<file path="src/hdl/ssc_ram.sv">
// ----------------------------------------------------------------------------
// ssc_ram
// generic single write port, single read port ram with registered read
// ----------------------------------------------------------------------------
`default_nettype none

module ssc_ram #(
  parameter int unsigned Width = 8,
  parameter int unsigned Depth = 16
) (
  input  wire logic                     clk_i,
  input  wire logic                     we_i,
  input  wire logic [$clog2(Depth)-1:0] waddr_i,
  input  wire logic [Width-1:0]         wdata_i,
  input  wire logic [$clog2(Depth)-1:0] raddr_i,
  output logic      [Width-1:0]         rdata_o
);

  logic [Width-1:0] mem_q [Depth];

  always_ff @(posedge clk_i) begin
    if (we_i) begin
      mem_q[waddr_i] <= wdata_i;
    end
    rdata_o <= mem_q[raddr_i];
  end

endmodule

`default_nettype wire

</file>
<file path="config.mk">
export PLATFORM = sky130hd
export DESIGN_NAME = ssc_ram
export DESIGN_NICKNAME = d
export VERILOG_FILES = /design/src/hdl/ssc_ram.sv
export SDC_FILE = /design/constraint.sdc
export NUM_CORES = 1
export LEC_CHECK = 0
export ABC_AREA = 0
export BUFFER_PORTS_ARGS = -buffer_cell sky130_fd_sc_hd__buf_2
export CAP_MARGIN = 10
export CELL_PAD_IN_SITES_DETAIL_PLACEMENT = 0
export CELL_PAD_IN_SITES_GLOBAL_PLACEMENT = 1
export CORE_ASPECT_RATIO = 2
export CORE_MARGIN = 10
export CORE_UTILIZATION = 55
export CTS_BUF_LIST = sky130_fd_sc_hd__clkbuf_4 sky130_fd_sc_hd__clkbuf_8
export DETAILED_ROUTE_END_ITERATION = 16
export PLACE_DENSITY = 0.81
export SLEW_MARGIN = 20
export SYNTH_ARGS = -nofsm -noshare
export SYNTH_HDL_FRONTEND = slang
export SYNTH_SLANG_ARGS = --single-unit
</file>
<file path="constraint.sdc">
create_clock -name clk_i -period 2.2 [get_ports clk_i]
set_input_delay 0.33 -clock clk_i [delete_from_list [all_inputs] [get_ports clk_i]]
set_output_delay 0.33 -clock clk_i [all_outputs]
set_load 0.005 [all_outputs]
</file>
==> metrics list <==
* Outcome: completed
- The number of gates resized after CTS was 0.
* Worst r2r path cells: 3
- The number of hold violations in the final report was 0.
- Dpl cells: 367
- In the routed layout, each cell is associated on average with a via count of 6.12.
- Port Buffers: 25
- Power share of the combinational group: 5.0%
- Met1 usage in global routing: 17.1%
- The worst setup path is launched from a primary input.
- Net Sw Power: 1.12 mW
- In the final routed layout, each cell accounts on average for 23.8 microns.
- Global routing consumed, on the met3 layer, 4.06% of the routing resources.
- Static leakage power: 2.02 nW
- Share of layout cells above drive strength 1: 32.3%
- For the pin with the worst max-slew slack, the measured transition is 0.724 ns.
* Number of sinks driven by the clock tree: 136
- Cell family with the largest share of critical-path delay: multiplexers
- Setup violations remaining at the end of the flow were counted as 0.
- Global routing consumed, over all layers together, 15.3% of the routing resources.
* Synthesized cell area: 0.00515 sq mm
- Drt first pass iters: 4
* Reg clk slew, reported paths: 0.08 ns
* Total negative setup slack: 0 ns
* Internal power summed over all cells: 4.15 mW
* Share of power burned in registers: 55.1%
* Post-Syn Nets: 247
- Once detail routing completed, the nets flagged for antenna violations numbered 0.
* Worst hold path cell count: 1
- Number of slew-limit violations in the final report: 0
- For the worst setup path, the data arrival time is 1.69 ns.
* Maximum count of clock buffers along a single path: 2
- The initial utilization of the core area, before any placement, comes to 56.7%.
- The share of the Yosys chip area taken by registers is 77.8%.
* Total area of multi-input combinational cells: 0.00106 sq mm
* Chip Height: 157 microns
- After clock tree synthesis, the flow added hold-fix buffers numbering 0.
- After floorplanning, the core was sized to cover 0.00907 sq mm.
- Cell at the root of the clock tree: clkbuf_8
- Clock Skew: 0.00610 ns
- Critical path's largest stage delay: 0.57 ns
* #FFs+latches synth: 136
- The finished layout holds 399 standard cells, fillers aside.
- The die is 88.4 microns wide.
* Average size of a mapped cell: 22.5 sq um
- The first routing iteration left 183 violations.
- The congestion estimate from routability-driven global placement came to 0.747.
* H-Tree Depth: 4
- Die Outline Area: 0.0139 sq mm
* Total clock buffers created by CTS: 17
- Setup repair after global routing missed its margin: false
- First-pass GRT wire length: 15.1 mm
- Cells fill 65.2% of the core in the end.
- Switching share of total power: 21.3%
- Minimum clock period: 1.36 ns
- TritonCTS built the clock tree.
- In this run the most used layer during global routing was met2.
- Summed over its instances, the top area cell type makes up 74.7% of the synthesized netlist area.
- After detailed routing, the total wire length is 9.49 mm.
- The critical path is of the in -> reg type.
* Slowest-stage cell, CP: mux4_1
* Antenna violations before repair: 0
* Yosys warning count: 0
- Maximum number of pins on one net before global-route repair: 23
- Total number of cells along the worst setup path: 5
- P&R area growth vs syn: 14.9%
* Tightest slew margin relative to the limit: 51.6%
- Residual DRC: 0
- Cell area power density: 892 mW/mm^2
- Along the worst path, the maximum fanout reaches 20.
- Number of antenna diodes: 0
- Number of nets in the finished design: 302
- Total number of vias: 2,443
- Top post-synthesis cells by area: edfxtp_1 (75%), mux4_2 (7.9%), mux4_1 (7.1%), dfxtp_1 (3.1%), a22oi_1 (2.3%)
- Derived from the worst setup path, the maximum achievable clock frequency is 735 MHz.
- The tightest min-delay check is of the in -> reg type.
- Once the clock tree was built, the setup fixing pass inserted 0 buffers.
- Maxcap violations: 0
* Crit share post-route: 61.8%
* Buffer and inverter count on the worst path: 2
- Cell Rows: 49
- For this design the top-level I/O count stands at 26.
- Distinct cells, synth: 19
- Required time of the critical path: 2.53 ns
* Area of all sequential standard cells: 0.00400 sq mm
- After filler insertion, the fill cell instance count of the layout stands at 597.
* Worst-case vdd ir drop: 678 uV
- The cell count after synthesis came out at 229.
- Kind of capture point of the worst setup path: flip-flop
- Cells traversed along the worst timing path: buf_2 > buf_12 > mux4_1 > a22oi_1 > nand2_1
- Proportion of power drawn by the clock network: 39.9%
- Final global-route overflow total: 0
* Post-synthesis cell type with the largest combined area: edfxtp_1
- In the global route stage, met2 resource usage came out at 25.9%.
- Final hold analysis gives a worst-case slack of 0.277 ns.
* Placed wire-length estimate after detailed placement: 6.53 mm
- The via count of the first global-routing pass came to 2,649.
- The later pin in the worst-skew pair is clocked with a latency of 0.43 ns.
## worst register-to-register path: stages (launching register included)
cell      delay (ns)
edfxtp_1        0.36
mux4_1          0.51
a22oi_1         0.26
nand2_1         0.08
## synth_stat cells, drive strengths merged
library cell,count
clkdlybuf4s25,3
dfxtp,8
nor2b,1
or3b,1
nand2,9
nand3b,2
buf,7
and2b,1
mux4,32
a22oi,16
nand2b,2
nor3,4
nor2,13
nand3,1
edfxtp,128
and2,1
## logic make-up after synthesis
kind of cell	count (synthesis)	share of synthesized area, %
AOI/OAI and AO/OA	16	2.33
and+or+nand+nor	35	3.18
DFF	136	77.8
muxes	32	15.0
buffers and inverters	10	1.68
## per-stage QoR
| step | area (sq um) | total power [mW] | setup slack (ns) |
|---|---|---|---|
| 3_5_place_dp | 5500 | 3.23 | 0.368 |
| 3_3_place_gp | 5500 | 3.23 | 0.387 |
| 6_report | 5910 | 5.28 | 0.839 |
| 2_1_floorplan | 5150 | 3.11 | 0.377 |
| 4_1_cts | 5910 | 5.32 | 0.842 |
| 5_1_grt | 5910 | 5.47 | 0.753 |
## routing by layer
metal	share of wire, %	up-vias	routed length [microns]
met5	0	-	0
met4	2.5	0	233
met3	4.3	20	411
met2	56	72	5320
met1	37	1268	3530
li1	-	1083	-
## area by class of cell
cell class | instances | area share [%]
clock buffer | 18 | 4.08
multi-input combinational | 83 | 17.9
clock inverter | 14 | 2.94
sequential | 136 | 67.7
tap | 102 | 2.16
timing repair buffer | 46 | 5.21
## state kept, by name, summed over array words and instances, names as in the netlist
| name | count |
|---|---|
| mem_q | 128 |
| rdata_o | 8 |
## power by group through the flow
stage	sequential (mW)	combinational [mW]	clock [mW]
floorplan	2.96	0.147	0
global placement	2.96	0.261	0
detailed placement	2.97	0.267	0
CTS	2.91	0.267	2.14
global route	2.91	0.287	2.27
finish	2.91	0.262	2.11
## path summary, 6_finish.rpt
| check | startpoint | endpoint | slack, ns |
|---|---|---|---|
| worst min-delay path | wdata_i[5] | mem_q[8][5] | 0.28 |
| worst max-delay path | raddr_i[0] | rdata_o[5] | 0.84 |
| worst max register to register | mem_q[1][5] | rdata_o[5] | 0.89 |
| worst min register to register | mem_q[14][2] | rdata_o[2] | 0.67 |
## cell usage in the layout, fill, tap and decap left out
cell,netlist,routed
nor2_1,13,13
edfxtp_1,128,128
a22oi_1,16,16
and2b_1,1,1
nand2_1,9,9
nand2b_1,2,2
clkbuf_4,0,1
nor3_1,4,4
clkinv_4,0,3
clkinv_2,0,2
buf_12,0,2
and2_1,1,1
buf_4,1,19
mux4_1,14,14
inv_8,0,1
nor2b_1,1,1
clkbuf_8,0,17
clkinv_1,0,1
clkinvlp_4,0,2
dfxtp_1,8,8
or3b_2,1,1
nand3_1,1,1
bufinv_16,0,3
inv_6,0,2
mux4_2,18,18
buf_2,3,25
nand3b_1,2,2
(Power assumes the default switching activity.)
