### config.mk
export PLATFORM = sky130hd
export DESIGN_NAME = ssc_front
export DESIGN_NICKNAME = d
export VERILOG_FILES = /design/src/hdl/ssc_pkg.sv /design/src/hdl/ssc_front.sv
export SDC_FILE = /design/constraint.sdc
export NUM_CORES = 1
export LEC_CHECK = 0
export BUFFER_PORTS_ARGS = -buffer_cell sky130_fd_sc_hd__buf_2
export CAP_MARGIN = 20
export CORE_AREA = 2 2 89 91
export DETAILED_ROUTE_END_ITERATION = 10
export DIE_AREA = 0 0 91 93
export SYNTH_ARGS = -nofsm -noshare
export SYNTH_HDL_FRONTEND = slang
export SYNTH_SLANG_ARGS = --single-unit
### constraint.sdc
create_clock -name clk_i -period 2.5 [get_ports clk_i]
set_input_delay 0.5 -clock clk_i [delete_from_list [all_inputs] [get_ports clk_i]]
set_output_delay 0.5 -clock clk_i [all_outputs]
set_load 0.02 [all_outputs]
### src/hdl/ssc_pkg.sv
// ----------------------------------------------------------------------------
// ssc_pkg
// shared constants, types and state codes of the silhouette score core
// ----------------------------------------------------------------------------
`default_nettype none

package ssc_pkg;

  localparam int unsigned MaxPoints   = 1024;
  localparam int unsigned MaxClusters = 16;
  localparam int unsigned PtAw        = $clog2(MaxPoints);
  localparam int unsigned CntW        = PtAw + 1;
  localparam int unsigned LblW        = 4;
  localparam int unsigned KW          = 5;
  localparam int unsigned CoordW      = 16;
  localparam int unsigned DistW       = 17;
  localparam int unsigned SumW        = 32;
  localparam int unsigned DivW        = 32;
  localparam int unsigned RamW        = 2 * CoordW + LblW;

  typedef struct packed {
    logic [CntW-1:0] n;
    logic [KW-1:0]   k;
  } job_t;

  typedef struct packed {
    logic              we;
    logic [PtAw-1:0]   addr;
    logic [RamW-1:0]   data;
  } wr_t;

  typedef enum logic [19:0] {
    S_IDLE  = 20'd1 << 0,
    S_RDI   = 20'd1 << 1,
    S_GETI  = 20'd1 << 2,
    S_RDJ   = 20'd1 << 3,
    S_GETJ  = 20'd1 << 4,
    S_MUL   = 20'd1 << 5,
    S_ADD   = 20'd1 << 6,
    S_SQRT  = 20'd1 << 7,
    S_NEXTJ = 20'd1 << 8,
    S_OWN   = 20'd1 << 9,
    S_DIVA  = 20'd1 << 10,
    S_CSCAN = 20'd1 << 11,
    S_DIVB  = 20'd1 << 12,
    S_SCORE = 20'd1 << 13,
    S_DIVS  = 20'd1 << 14,
    S_ACC   = 20'd1 << 15,
    S_NEXTI = 20'd1 << 16,
    S_MEAN  = 20'd1 << 17,
    S_DIVM  = 20'd1 << 18,
    S_OUT   = 20'd1 << 19
  } state_e;

endpackage

`default_nettype wire

### src/hdl/ssc_front.sv
// ----------------------------------------------------------------------------
// ssc_front
// loader: stores points, holds the config register, queues one job
// ----------------------------------------------------------------------------
`default_nettype none

module ssc_front (
  input  wire logic                          clk_i,
  input  wire logic                          rst_ni,
  input  wire logic                          push,
  output logic                               full,
  input  wire logic signed [ssc_pkg::CoordW-1:0] coord_x_i,
  input  wire logic signed [ssc_pkg::CoordW-1:0] coord_y_i,
  input  wire logic [ssc_pkg::LblW-1:0]      cluster_label_i,
  input  wire logic                          last_i,
  input  wire logic                          cfg_valid,
  input  wire logic [ssc_pkg::KW-1:0]        cfg_data_i,
  input  wire logic                          back_busy_i,
  input  wire logic                          job_pop_i,
  output logic                               job_valid_o,
  output ssc_pkg::job_t                      job_o,
  output ssc_pkg::wr_t                       wr_o
);

  logic [ssc_pkg::CntW-1:0] cnt_q, cnt_d;
  logic [ssc_pkg::KW-1:0]   cfg_q, k_eff;
  logic                     job_valid_q, acc, store;
  ssc_pkg::job_t            job_q;

  assign full        = job_valid_q | back_busy_i;
  assign acc         = push & ~full;
  assign store       = cnt_q < ssc_pkg::CntW'(ssc_pkg::MaxPoints);
  assign cnt_d       = store ? cnt_q + 1'b1 : cnt_q;
  assign k_eff       = (cfg_q > ssc_pkg::KW'(ssc_pkg::MaxClusters)) ?
                       ssc_pkg::KW'(ssc_pkg::MaxClusters) : cfg_q;
  assign job_valid_o = job_valid_q;
  assign job_o       = job_q;

  assign wr_o.we   = acc & store;
  assign wr_o.addr = cnt_q[ssc_pkg::PtAw-1:0];
  assign wr_o.data = {coord_x_i, coord_y_i, cluster_label_i};

  always_ff @(posedge clk_i or negedge rst_ni) begin
    if (!rst_ni) begin
      cnt_q       <= '0;
      cfg_q       <= ssc_pkg::KW'(2);
      job_valid_q <= 1'b0;
    end else begin
      if (cfg_valid) begin
        cfg_q <= cfg_data_i;
      end
      if (job_pop_i) begin
        job_valid_q <= 1'b0;
      end
      if (acc) begin
        if (last_i) begin
          cnt_q       <= '0;
          job_valid_q <= 1'b1;
        end else begin
          cnt_q <= cnt_d;
        end
      end
    end
  end

  always_ff @(posedge clk_i) begin
    if (acc && last_i) begin
      job_q.n <= cnt_d;
      job_q.k <= k_eff;
    end
  end

endmodule

`default_nettype wire

==> impl_results.md, run 1 <==
* Via count at approximately 1,100
* Highest metal used: met4
* Total instance count after detailed placement at ~260
* Sequential fraction of the synthesis area at 0.496
* Number of hold violations in the final report at 0
* Ordered cell list for the critical path: or3b_2, nor2_1, buf_2
* Longest Clk Path Bufs at 2
* Dominant register cell in the synthesized netlist: sky130_fd_sc_hd__edfxtp_1
* Die extent in y at between 90 and 100 um
* Crit path time final at 1.96 ns
* Row count at 32
* Post-Synthesis Cells at between 150 and 200
* CP Capture Type: output port
* Number of sinks on the clock net at 33
* Leading cell type by number of instances after synthesis: sky130_fd_sc_hd__buf_4
* Overall overflow remaining after global route at 0
* Count of instances resized after the clock tree is built at 0
* Period utilization at 0.785
* Number of placed I/O pins at between 100 and 150
* Count of antenna-violating nets left after detailed routing at 0
* Layout Nets at 215
* Clock insertion delay at the later pin of the skew report at 0.28 ns
* Number of antenna violations at the first check in global routing at 0
* Crit Reg-Reg Startpoint: cnt_q[10]
* Number of warnings issued by yosys at 0
* Final HPWL from detailed placement at approximately 2.5 mm
* Number of DRC violations after detailed routing at 0
* WL per Instance at between 10 and 15 um
* Library cell with the largest summed area after synthesis: sky130_fd_sc_hd__edfxtp_1
* Worst slew margin relative to its limit at 0.737
* Worst ir drop on vdd at ~0.16 mV
* Pre-CTS worst setup slack at 0.564 ns
* H-tree level count at 2
* Number of setup buffers added after CTS at 0
* Worst-case clock skew at roughly 0.0039 ns
* Required time reported for the critical path endpoint at about 2 ns
* Global-route wire length before repair at 4.87 mm
* Setup repair after global routing missed its margin: no
* Post-detailed-placement cell area at between 0.0015 and 0.002 mm^2
* Area share of the largest cell type after synthesis at 0.262
* Worst Slack Setup Final at 0.537 ns
* Routed wl met3 at 364 um
* Crit path max-delay cell type: sky130_fd_sc_hd__or3b_2
* Largest net degree at the start of global routing at 18
* Antenna Cells at 0
* DRC marker count from the first detailed-route iteration at between 40 and 50
* Number of buffers added to fix hold violations after cts at 0
* Type of the worst min-delay path: in2async
* Number of storage elements in the synthesis netlist at 33
* Worst Tran Pin Value at about 0.4 ns
* Leak Pwr at slightly above 0.8 nW
* Final setup vio count at 0
* Dominant cells by area after synthesis: sky130_fd_sc_hd__edfxtp_1 (26%), sky130_fd_sc_hd__dfrtp_1 (22%), sky130_fd_sc_hd__buf_4 (19%)
* Signed area change from the synthesized netlist to the final layout at 3.62%
* CP startpoint: job_valid_o
* Cell family contributing the most delay on the critical path: simple AND/OR/NAND/NOR gates
* Floorplan die area at 0.00846 mm^2
* Fraction of registers with async set or reset after synthesis at 0.515
* Highest Clock Rate at between 0.5 and 0.6 GHz
* Net Count, Synth at around 220
* Via density per instance at 4.01
* Core area at around 0.0075 mm^2
* Starting Density at 0.243
* Tot GR Track Use at 0.0751
* Count of buffers inserted at the top-level ports at 40
* Count of pins over their slew limit at 0
* Number of flops mapped to enable cells by yosys at 16
* Final weighted congestion of routability-driven global placement at between 0.6 and 0.7
* Crit start category: register
* CTS Root Cell: sky130_fd_sc_hd__clkbuf_8
* Met2 Routed Length at 1.43 mm
* Fin cells at between 200 and 300
* Status: complete, no violations
* Sum of routed wire segments on met1 at around 1.2 mm
* Setup TNS at 0 ns
* Number of max-cap violations at 0
* Width of the chip at 91 um
* Share of layout cells above drive strength 1 at 0.389
* Cell area after layout at about 0.0019 mm^2
* CP arrival at roughly 1.5 ns
* Syn avg cell area at ~11 um^2
* Post-detailed-routing wire length at 3.21 mm
* Buffers & Inverters on Critical Path at 1
* TritonCTS clock tree: yes
* Cts bufs inserted at 5
* Synth cell types at 37
* CP max FO at 4
* Number of global-route vias before repair at 1,001
* Iteration count of the initial detailed-routing pass at 4
* CTS clock-pin slew for the worst setup and hold paths at 0.07 ns
* Type of the worst setup path: reg2out
* Crit-path max cell delay at 0.47 ns
* Top cell types by occurrence after synthesis: sky130_fd_sc_hd__buf_4 (46), sky130_fd_sc_hd__dfrtp_1 (16), sky130_fd_sc_hd__edfxtp_1 (16), sky130_fd_sc_hd__nand2_1 (10), sky130_fd_sc_hd__nor2_1 (9)
* Cell area after synthesis at roughly 0.0018 mm^2
* Power per Cell Area at approximately 640 mW/mm^2
-- cell families (layout without fill, tap and decap cells) --
| logic type | count (synthesis) | after routing | share of synthesized area |
|---|---|---|---|
| xor+xnor | 9 | 9 | 0.0431 |
| compound gates | 16 | 16 | 0.0499 |
| fa+ha+maj | 1 | 1 | 0.00683 |
| mux | 9 | 9 | 0.0533 |
| simple gates | 44 | 44 | 0.139 |
| flops | 33 | 33 | 0.496 |
| buf+inv | 55 | 55 | 0.213 |
-- worst reg2reg max path, cell delays in order, from the launching register on --
cell and delay (ns):
sky130_fd_sc_hd__dfrtp_1 0.48, sky130_fd_sc_hd__and4b_2 0.41, sky130_fd_sc_hd__nand4_4 0.13, sky130_fd_sc_hd__or4_1 0.48, sky130_fd_sc_hd__nand3_1 0.09
-- final timing paths --
check                      slack, ns  cells after the start           to
min reg2reg                     0.50                      1     cfg_q[3]
max                             0.54                      3     wr_o[46]
min in group clk_i              0.45                      2     cfg_q[0]
max reg2reg                     0.85                      4     cnt_q[9]
max in group asynchronous       2.04                      1     cfg_q[1]
min                             0.13                      1  job_valid_o
-- through the flow --
stage                      util  total power [mW]  hold slack (ns)
after floorplan               -             0.880            0.204
after global placement    0.241             0.844            0.445
after detailed placement  0.241             0.848            0.451
after CTS                 0.252              1.23            0.143
after global routing      0.252              1.27            0.155
final                     0.252              1.22            0.132
-- report_power, final --
group	total [mW]	internal (mW)	switching [mW]
Clock	0.384	0.192	0.192
Combinational	0.178	0.0734	0.105
Sequential	0.653	0.614	0.0387
-- routing by layer --
layer / global-route usage / up-vias
li1: - / 520
met1: 0.0786 / 479
met2: 0.114 / 57
met3: 0.0314 / 23
met4: 0.0694 / 0
met5: 0 / -
-- flip-flops by register name (all words and copies together), names as in the netlist --
signal	flops
cnt_q	11
job_valid_o	1
job_o	16
cfg_q	5
-- final cells by class --
type	count	area [um^2]
Fill cell	826	5630
Sequential cell	33	907
Multi-Input combinational cell	79	534
Timing Repair Buffer	44	230
Tap cell	102	128
Clock buffer	5	68.8
Clock inverter	3	17.5
Inverter	3	11.3
-- cells in the final DEF (no fill, tap or decap), drive strengths merged, types with 3 or more instances in the layout --
master and count:
a21oi 4, buf 44, clkbuf 5, dfrtp 16, edfxtp 16, inv 3, mux2 6, mux2i 3
nand2 10, nand3 4, nor2 9, nor2b 4, o21ai 8, xnor2 7
(Power assumes the default switching activity.)
==> inputs of run 2 (changes only) <==
--- a/config.mk
+++ b/config.mk
@@ -5,6 +5,7 @@
 export SDC_FILE = /design/constraint.sdc
 export NUM_CORES = 1
 export LEC_CHECK = 0
+export ABC_AREA = 1
 export BUFFER_PORTS_ARGS = -buffer_cell sky130_fd_sc_hd__buf_2
 export CAP_MARGIN = 20
 export CORE_AREA = 2 2 89 91
==> constraint.sdc (replaced) <==
create_clock -name clk_i -period 1.9 [get_ports clk_i]
set_input_delay 0.38 -clock clk_i [delete_from_list [all_inputs] [get_ports clk_i]]
set_output_delay 0.38 -clock clk_i [all_outputs]
set_load 0.02 [all_outputs]
==> run 2 against run 1 <==
  * Largest cell class unchanged
  * Clock power up 100%
  * Critical path depth grew 1
  * Via count increased by 6.3%
  * Die area did not move
==> impl_results.md, run 2 <==
* Number of max-cap violations at 0
* Post-detailed-routing wire length at roughly 3.4 mm
* CTS clock-pin slew for the worst setup and hold paths at approximately 0.070 ns
* Power per Cell Area at ~940 mW/mm^2
* Number of placed I/O pins at 113
* Most used cells in the layout excluding fill and tap cells: sky130_fd_sc_hd__buf_2 (40), sky130_fd_sc_hd__nand2_1 (37), sky130_fd_sc_hd__inv_1 (21)
* Core area at roughly 0.0075 mm^2
* Type of the worst setup path: reg2out
* Required time reported for the critical path endpoint at 1.52 ns
* Net switching share of the total power at 0.233
* Post-Synthesis Cells at roughly 190
* Fraction of registers with async set or reset after synthesis at 0.515
* Overall overflow remaining after global route at 0
* TritonCTS clock tree: yes
* Count of buffers inserted at the top-level ports at 40
* Leading cell type by number of instances after synthesis: sky130_fd_sc_hd__buf_4
* Multiplexer share of the synthesized area at 0
* Number of storage elements in the synthesis netlist at 33
* Crit path time final at 1.73 ns
* Setup TNS at 0 ns
* Switching component of the power at 0.419 mW
* Number of warnings issued by yosys at 0
* Syn avg cell area at approximately 9.4 um^2
* Number of DRC violations after detailed routing at 0
* CP arrival at between 1 and 1.5 ns
* Number of flip-flops under the largest register name at 16
* Status: complete, no violations
* Net Count, Synth at 243
* Top cell types by occurrence after synthesis: sky130_fd_sc_hd__buf_4 (46), sky130_fd_sc_hd__nand2_1 (37), sky130_fd_sc_hd__inv_1 (21), sky130_fd_sc_hd__dfrtp_1 (16), sky130_fd_sc_hd__edfxtp_1 (16)
* Share of total power in the clock network at 0.432
* Sequential group share of total power at 0.458
* Sequential fraction of the synthesis area at 0.496
* Worst slew margin relative to its limit at 0.718
* Largest net degree at the start of global routing at 18
* DRC marker count from the first detailed-route iteration at 73
* Signed area change from the synthesized netlist to the final layout at 5.13%
* CTS Root Cell: sky130_fd_sc_hd__clkbuf_8
* XOR/XNOR Fraction of Synth Area at 0.0191
* Library cell with the largest summed area after synthesis: sky130_fd_sc_hd__edfxtp_1
* WL per Instance at 11.5 um
* Highest Clock Rate at slightly below 0.6 GHz
* Main combinational cell family by area after synthesis: buffers and inverters
* Final setup vio count at 0
* Number of sinks on the clock net at 33
* Logic pwr share at 0.110
* Fraction of the mapped netlist area in compound gates at 0.0492
* Iteration count of the initial detailed-routing pass at 4
* Setup repair after global routing missed its margin: no
* Die extent in y at roughly 93 um
* Synth Area in Simple Gates at 0.170
* Starting Density at 0.243
* Global-route wire length before repair at ~5.4 mm
* Share of layout cells above drive strength 1 at 0.316
* Count of fill cells added during filler insertion at roughly 840
* Count of pins over their slew limit at 0
* Adder-Cell Fraction of Synth Area at 0.00684
* Number of setup buffers added after CTS at 0
* Multi-input gate area in the final layout at 449 um^2
* H-tree level count at 2
* Crit start category: register
* Internal cell power at about 1.4 mW
* Period utilization at 0.913
* Layout Nets at ~240
* Number of buffers added to fix hold violations after cts at 0
* Via density per instance at slightly below 4
* Area used by sequential logic in the layout at roughly 900 um^2
* Worst Tran Pin Value at about 0.42 ns
* Pre-CTS worst setup slack at 0.364 ns
* Most frequent standard cell in the layout excluding fill and tap cells: sky130_fd_sc_hd__buf_2
* Cts bufs inserted at 5
* Worst ir drop on vdd at 0.243 mV
* Cell area after synthesis at approximately 0.0018 mm^2
* Tot GR Track Use at 0.0848
* Synth cell types at 27
* Type of the worst min-delay path: in2async
* Final HPWL from detailed placement at ~2.6 mm
* Width of the chip at 91 um
* Leak Pwr at 0.918 nW
* Row count at 32
* Number of hold violations in the final report at 0
* Worst Slack Setup Final at approximately 0.17 ns
* Count of antenna-violating nets left after detailed routing at 0
* Dominant register cell in the synthesized netlist: sky130_fd_sc_hd__edfxtp_1
* Longest Clk Path Bufs at 2
* Register-to-register path setup slack at 0.45 ns
* Clock insertion delay at the later pin of the skew report at 0.28 ns
* Worst-case clock skew at 0.00765 ns
* CP max FO at 12
* Via count at ~1,100
* Final weighted congestion of routability-driven global placement at slightly below 0.8
* Area share of the largest cell type after synthesis at 0.262
* Dominant cells by area after synthesis: sky130_fd_sc_hd__edfxtp_1 (26%), sky130_fd_sc_hd__dfrtp_1 (22%), sky130_fd_sc_hd__buf_4 (19%)
* Overall power at ~1.8 mW
* Number of flops mapped to enable cells by yosys at 16
* Number of global-route vias before repair at ~1,100
* Number of antenna violations at the first check in global routing at 0
* Antenna Cells at 0
* CP Capture Type: output port
* Count of instances resized after the clock tree is built at 0
* Floorplan die area at about 0.0085 mm^2
==> run 2: cell count changes after synthesis, sizes merged, moves of 2 or more <==
cell   delta
nand2    +27
inv      +21
xnor2     -7
mux2      -6
nand3     +6
nor2b     -4
mux2i     -3
a21oi     -2
nor2      +2
o21ai     +2
or2       -2
xor2      +2
==> run 2: layout make-up <==
type,count,area share
Clock inverter,3,0.0338
Timing Repair Buffer,41,0.108
Sequential cell,33,0.471
Inverter,25,0.0514
Tap cell,102,0.0663
Clock buffer,5,0.0358
Multi-Input combinational cell,86,0.233
==> run 2: final timing paths <==
kind,end,start,cells after the start
min,cnt_q[0],rst_ni,1
max reg2reg,job_o[13],cnt_q[0],6
max in group asynchronous,cfg_q[1],rst_ni,1
min reg2reg,job_o[4],cfg_q[4],0
max,wr_o[46],job_valid_o,4
min in group clk_i,job_valid_o,job_pop_i,2
==> run 2: stage by stage <==
step	utilization	area (um^2)	std cells	hold slack [ns]
2_1_floorplan	-	1830	194	0.0844
3_3_place_gp	0.238	1790	287	0.341
3_5_place_dp	0.238	1790	287	0.342
4_1_cts	0.256	1920	295	0.0294
5_1_grt	0.256	1920	295	0.0460
6_report	0.256	1920	295	0.0234
==> run 2: critical path, cell delays in order, from the launching register on <==
cell and delay [ns]:
sky130_fd_sc_hd__dfrtp_1 0.39, sky130_fd_sc_hd__inv_2 0.07, sky130_fd_sc_hd__nand3_2 0.24, sky130_fd_sc_hd__nor2_1 0.18
sky130_fd_sc_hd__buf_2 0.19
==> run 2: cell families (layout without fill, tap and decap cells) <==
kind of cell,after synthesis,in the layout
AOI/OAI and AO/OA,16,16
and+or+nand+nor,65,65
xor gates and xnor gates,4,4
adders and majority gates,1,1
DFF,33,33
buffers and inverters,75,74
==> run 2: routing by layer <==
metal | routed length (um) | track usage | vias to the layer above
met5 | 0 | 0 | -
met4 | 227 | 0.0783 | 0
met3 | 253 | 0.0274 | 29
met2 | 1500 | 0.120 | 38
met1 | 1420 | 0.102 | 516
li1 | - | - | 564
==> run 2: power groups by stage <==
stage          registers (mW)  logic, mW  clock network, mW
5_1_grt                 0.832      0.221              0.824
4_1_cts                 0.826      0.204              0.801
6_report                0.825      0.197              0.779
3_3_place_gp            0.839      0.201                  0
3_5_place_dp            0.841      0.204                  0
2_1_floorplan           0.850      0.246                  0
==> inputs of run 3 (changes only) <==
--- a/config.mk
+++ b/config.mk
@@ -8,9 +8,9 @@
 export ABC_AREA = 1
 export BUFFER_PORTS_ARGS = -buffer_cell sky130_fd_sc_hd__buf_2
 export CAP_MARGIN = 20
-export CORE_AREA = 2 2 89 91
+export CORE_AREA = 2 2 76 107
 export DETAILED_ROUTE_END_ITERATION = 10
-export DIE_AREA = 0 0 91 93
+export DIE_AREA = 0 0 78 109
 export SYNTH_ARGS = -nofsm -noshare
 export SYNTH_HDL_FRONTEND = slang
 export SYNTH_SLANG_ARGS = --single-unit
==> run 3 against run 2 <==
  * Sequential share of layout area up 0.46 points
  * Critical path depth unchanged
  * Via count increased by 3.2%
  * Global-route usage up 0.87 points
  * Sequential power about the same
  * Wire length is 11% higher
  * Setup slack gained 0.039 ns
  * Largest power group unchanged
==> impl_results.md, run 3 (synthesis results as in run 2) <==
* Status: complete, no violations
* DRC marker count from the first detailed-route iteration at 68
* Worst-case reg-to-reg path depth at 5
* Global-route wire length before repair at approximately 5.8 mm
* Number of DRC violations after detailed routing at 0
* Longest Clk Path Bufs at 2
* H-tree level count at 2
* Row count at 38
* Overall overflow remaining after global route at 0
* Iteration count of the initial detailed-routing pass at 4
* Power per Cell Area at roughly 880 mW/mm^2
* Worst ir drop on vdd at roughly 0.26 mV
* Overall power at around 1.7 mW
* WL per Instance at approximately 13 um
* Crit Reg-Reg Startpoint: cnt_q[0]
* Number of max-cap violations at 0
* Layout Nets at 242
* TritonCTS clock tree: yes
* Highest Clock Rate at 0.590 GHz
* Tot GR Track Use at 0.0935
* Final HPWL from detailed placement at between 2 and 3 mm
* Antenna Cells at 0
* Clock insertion delay at the later pin of the skew report at 0.29 ns
* Type of the worst min-delay path: in2async
* Number of hold violations in the final report at 0
* Worst Tran Pin Value at 0.416 ns
* CP Capture Type: output port
* Number of global-route vias before repair at around 1,200
* Starting Density at 0.241
* CP max FO at 9
* Signed area change from the synthesized netlist to the final layout at 4.10%
* Leak Pwr at 0.906 nW
* Count of antenna-violating nets left after detailed routing at 0
* Floorplan die area at approximately 0.0085 mm^2
* Capture instance of the worst register-to-register path: job_o[11]
* Most used cells in the layout excluding fill and tap cells: sky130_fd_sc_hd__buf_2 (40), sky130_fd_sc_hd__nand2_1 (37), sky130_fd_sc_hd__inv_1 (21)
* Required time reported for the critical path endpoint at around 1.5 ns
* CP arrival at around 1.3 ns
* Count of fill cells added during filler insertion at between 800 and 900
* Die extent in y at roughly 110 um
* CP startpoint: job_valid_o
* Number of antenna violations at the first check in global routing at 0
* Share of layout cells above drive strength 1 at 0.314
* Final weighted congestion of routability-driven global placement at between 0.7 and 0.8
* Fin cells at 294
* Count of pins over their slew limit at 0
* Crit start category: register
* Cell area after layout at around 0.0019 mm^2
* Period utilization at 0.892
* Via count at between 1,000 and 1,500
* Number of buffers added to fix hold violations after cts at 0
* CTS Root Cell: sky130_fd_sc_hd__clkbuf_8
* Most frequent standard cell in the layout excluding fill and tap cells: sky130_fd_sc_hd__buf_2
* Setup TNS at 0 ns
* Via density per instance at between 4 and 5
* Setup repair after global routing missed its margin: no
* Number of flip-flops under the largest register name at 16
* Core area at 0.00761 mm^2
* Number of setup buffers added after CTS at 0
* Count of buffers inserted at the top-level ports at 40
* Final setup vio count at 0
* Total instance count after detailed placement at approximately 290
* CTS clock-pin slew for the worst setup and hold paths at around 0.07 ns
* Post-detailed-placement cell area at approximately 0.0018 mm^2
* Worst-case clock skew at about 0.011 ns
* Worst slew margin relative to its limit at 0.723
* Type of the worst setup path: reg2out
* Width of the chip at a little under 80 um
* Cts bufs inserted at 5
* Number of sinks on the clock net at 33
* Largest net degree at the start of global routing at 18
* Crit path time final at 1.70 ns
* Register-to-register path setup slack at 0.39 ns
* Number of placed I/O pins at ~110
* Count of instances resized after the clock tree is built at 0
* Post-detailed-routing wire length at 3.77 mm
==> run 3: cell count changes in the layout (fill, tap and decap cells not counted) <==
cell,change
sky130_fd_sc_hd__clkinvlp_4,+1
sky130_fd_sc_hd__clkinv_2,-1
sky130_fd_sc_hd__clkinv_1,+1
sky130_fd_sc_hd__buf_4,+1
sky130_fd_sc_hd__bufinv_16,-1
==> run 3: worst max-delay path, cell delays in order (launching register included) <==
cell	delay (ns)
sky130_fd_sc_hd__dfrtp_1	0.39
sky130_fd_sc_hd__inv_2	0.07
sky130_fd_sc_hd__nand3_2	0.20
sky130_fd_sc_hd__nor2_1	0.18
sky130_fd_sc_hd__buf_2	0.18
==> run 3: worst max-delay path by stage <==
stage                endpoint  slack [ns]  depth (start not counted)
finish               wr_o[46]        0.20                          4
global route         wr_o[46]        0.12                          4
CTS                  wr_o[46]        0.20                          4
detailed placement  job_o[11]        0.40                          5
global placement    job_o[11]        0.42                          5
floorplan            job_o[0]     0.00001                          4
==> run 3: final cells by class <==
type | instances | area, um^2 | share of cell area
flip-flops and latches | 33 | 907 | 0.476
multi-input cells | 86 | 449 | 0.236
repair buffers | 42 | 215 | 0.113
well taps | 100 | 125 | 0.0657
inverters | 25 | 98.8 | 0.0519
clock buffers | 5 | 68.8 | 0.0361
clock inverters | 3 | 41.3 | 0.0217
==> run 3: layer usage <==
metal  up-vias  wire length [um]  global-route usage
met3        39               289              0.0224
met4         0               331               0.113
li1        564                 -                   -
met2        47              1850               0.157
met5         -                 0                   0
met1       534              1300              0.0842
==> run 3: metrics by stage <==
| stage | util | setup WS (ns) | hold slack, ns |
|---|---|---|---|
| final | 0.250 | 0.205 | 0.00945 |
| after global routing | 0.250 | 0.120 | 0.0446 |
| after CTS | 0.250 | 0.198 | 0.0282 |
| after detailed placement | 0.236 | 0.397 | 0.342 |
| after global placement | 0.236 | 0.418 | 0.347 |
| after floorplan | - | 0.0000130 | 0.0844 |
==> run 3: power breakdown <==
part | internal [mW] | switching [mW] | total, mW
Clock | 0.386 | 0.263 | 0.648
Combinational | 0.0671 | 0.132 | 0.199
Sequential | 0.796 | 0.0308 | 0.827
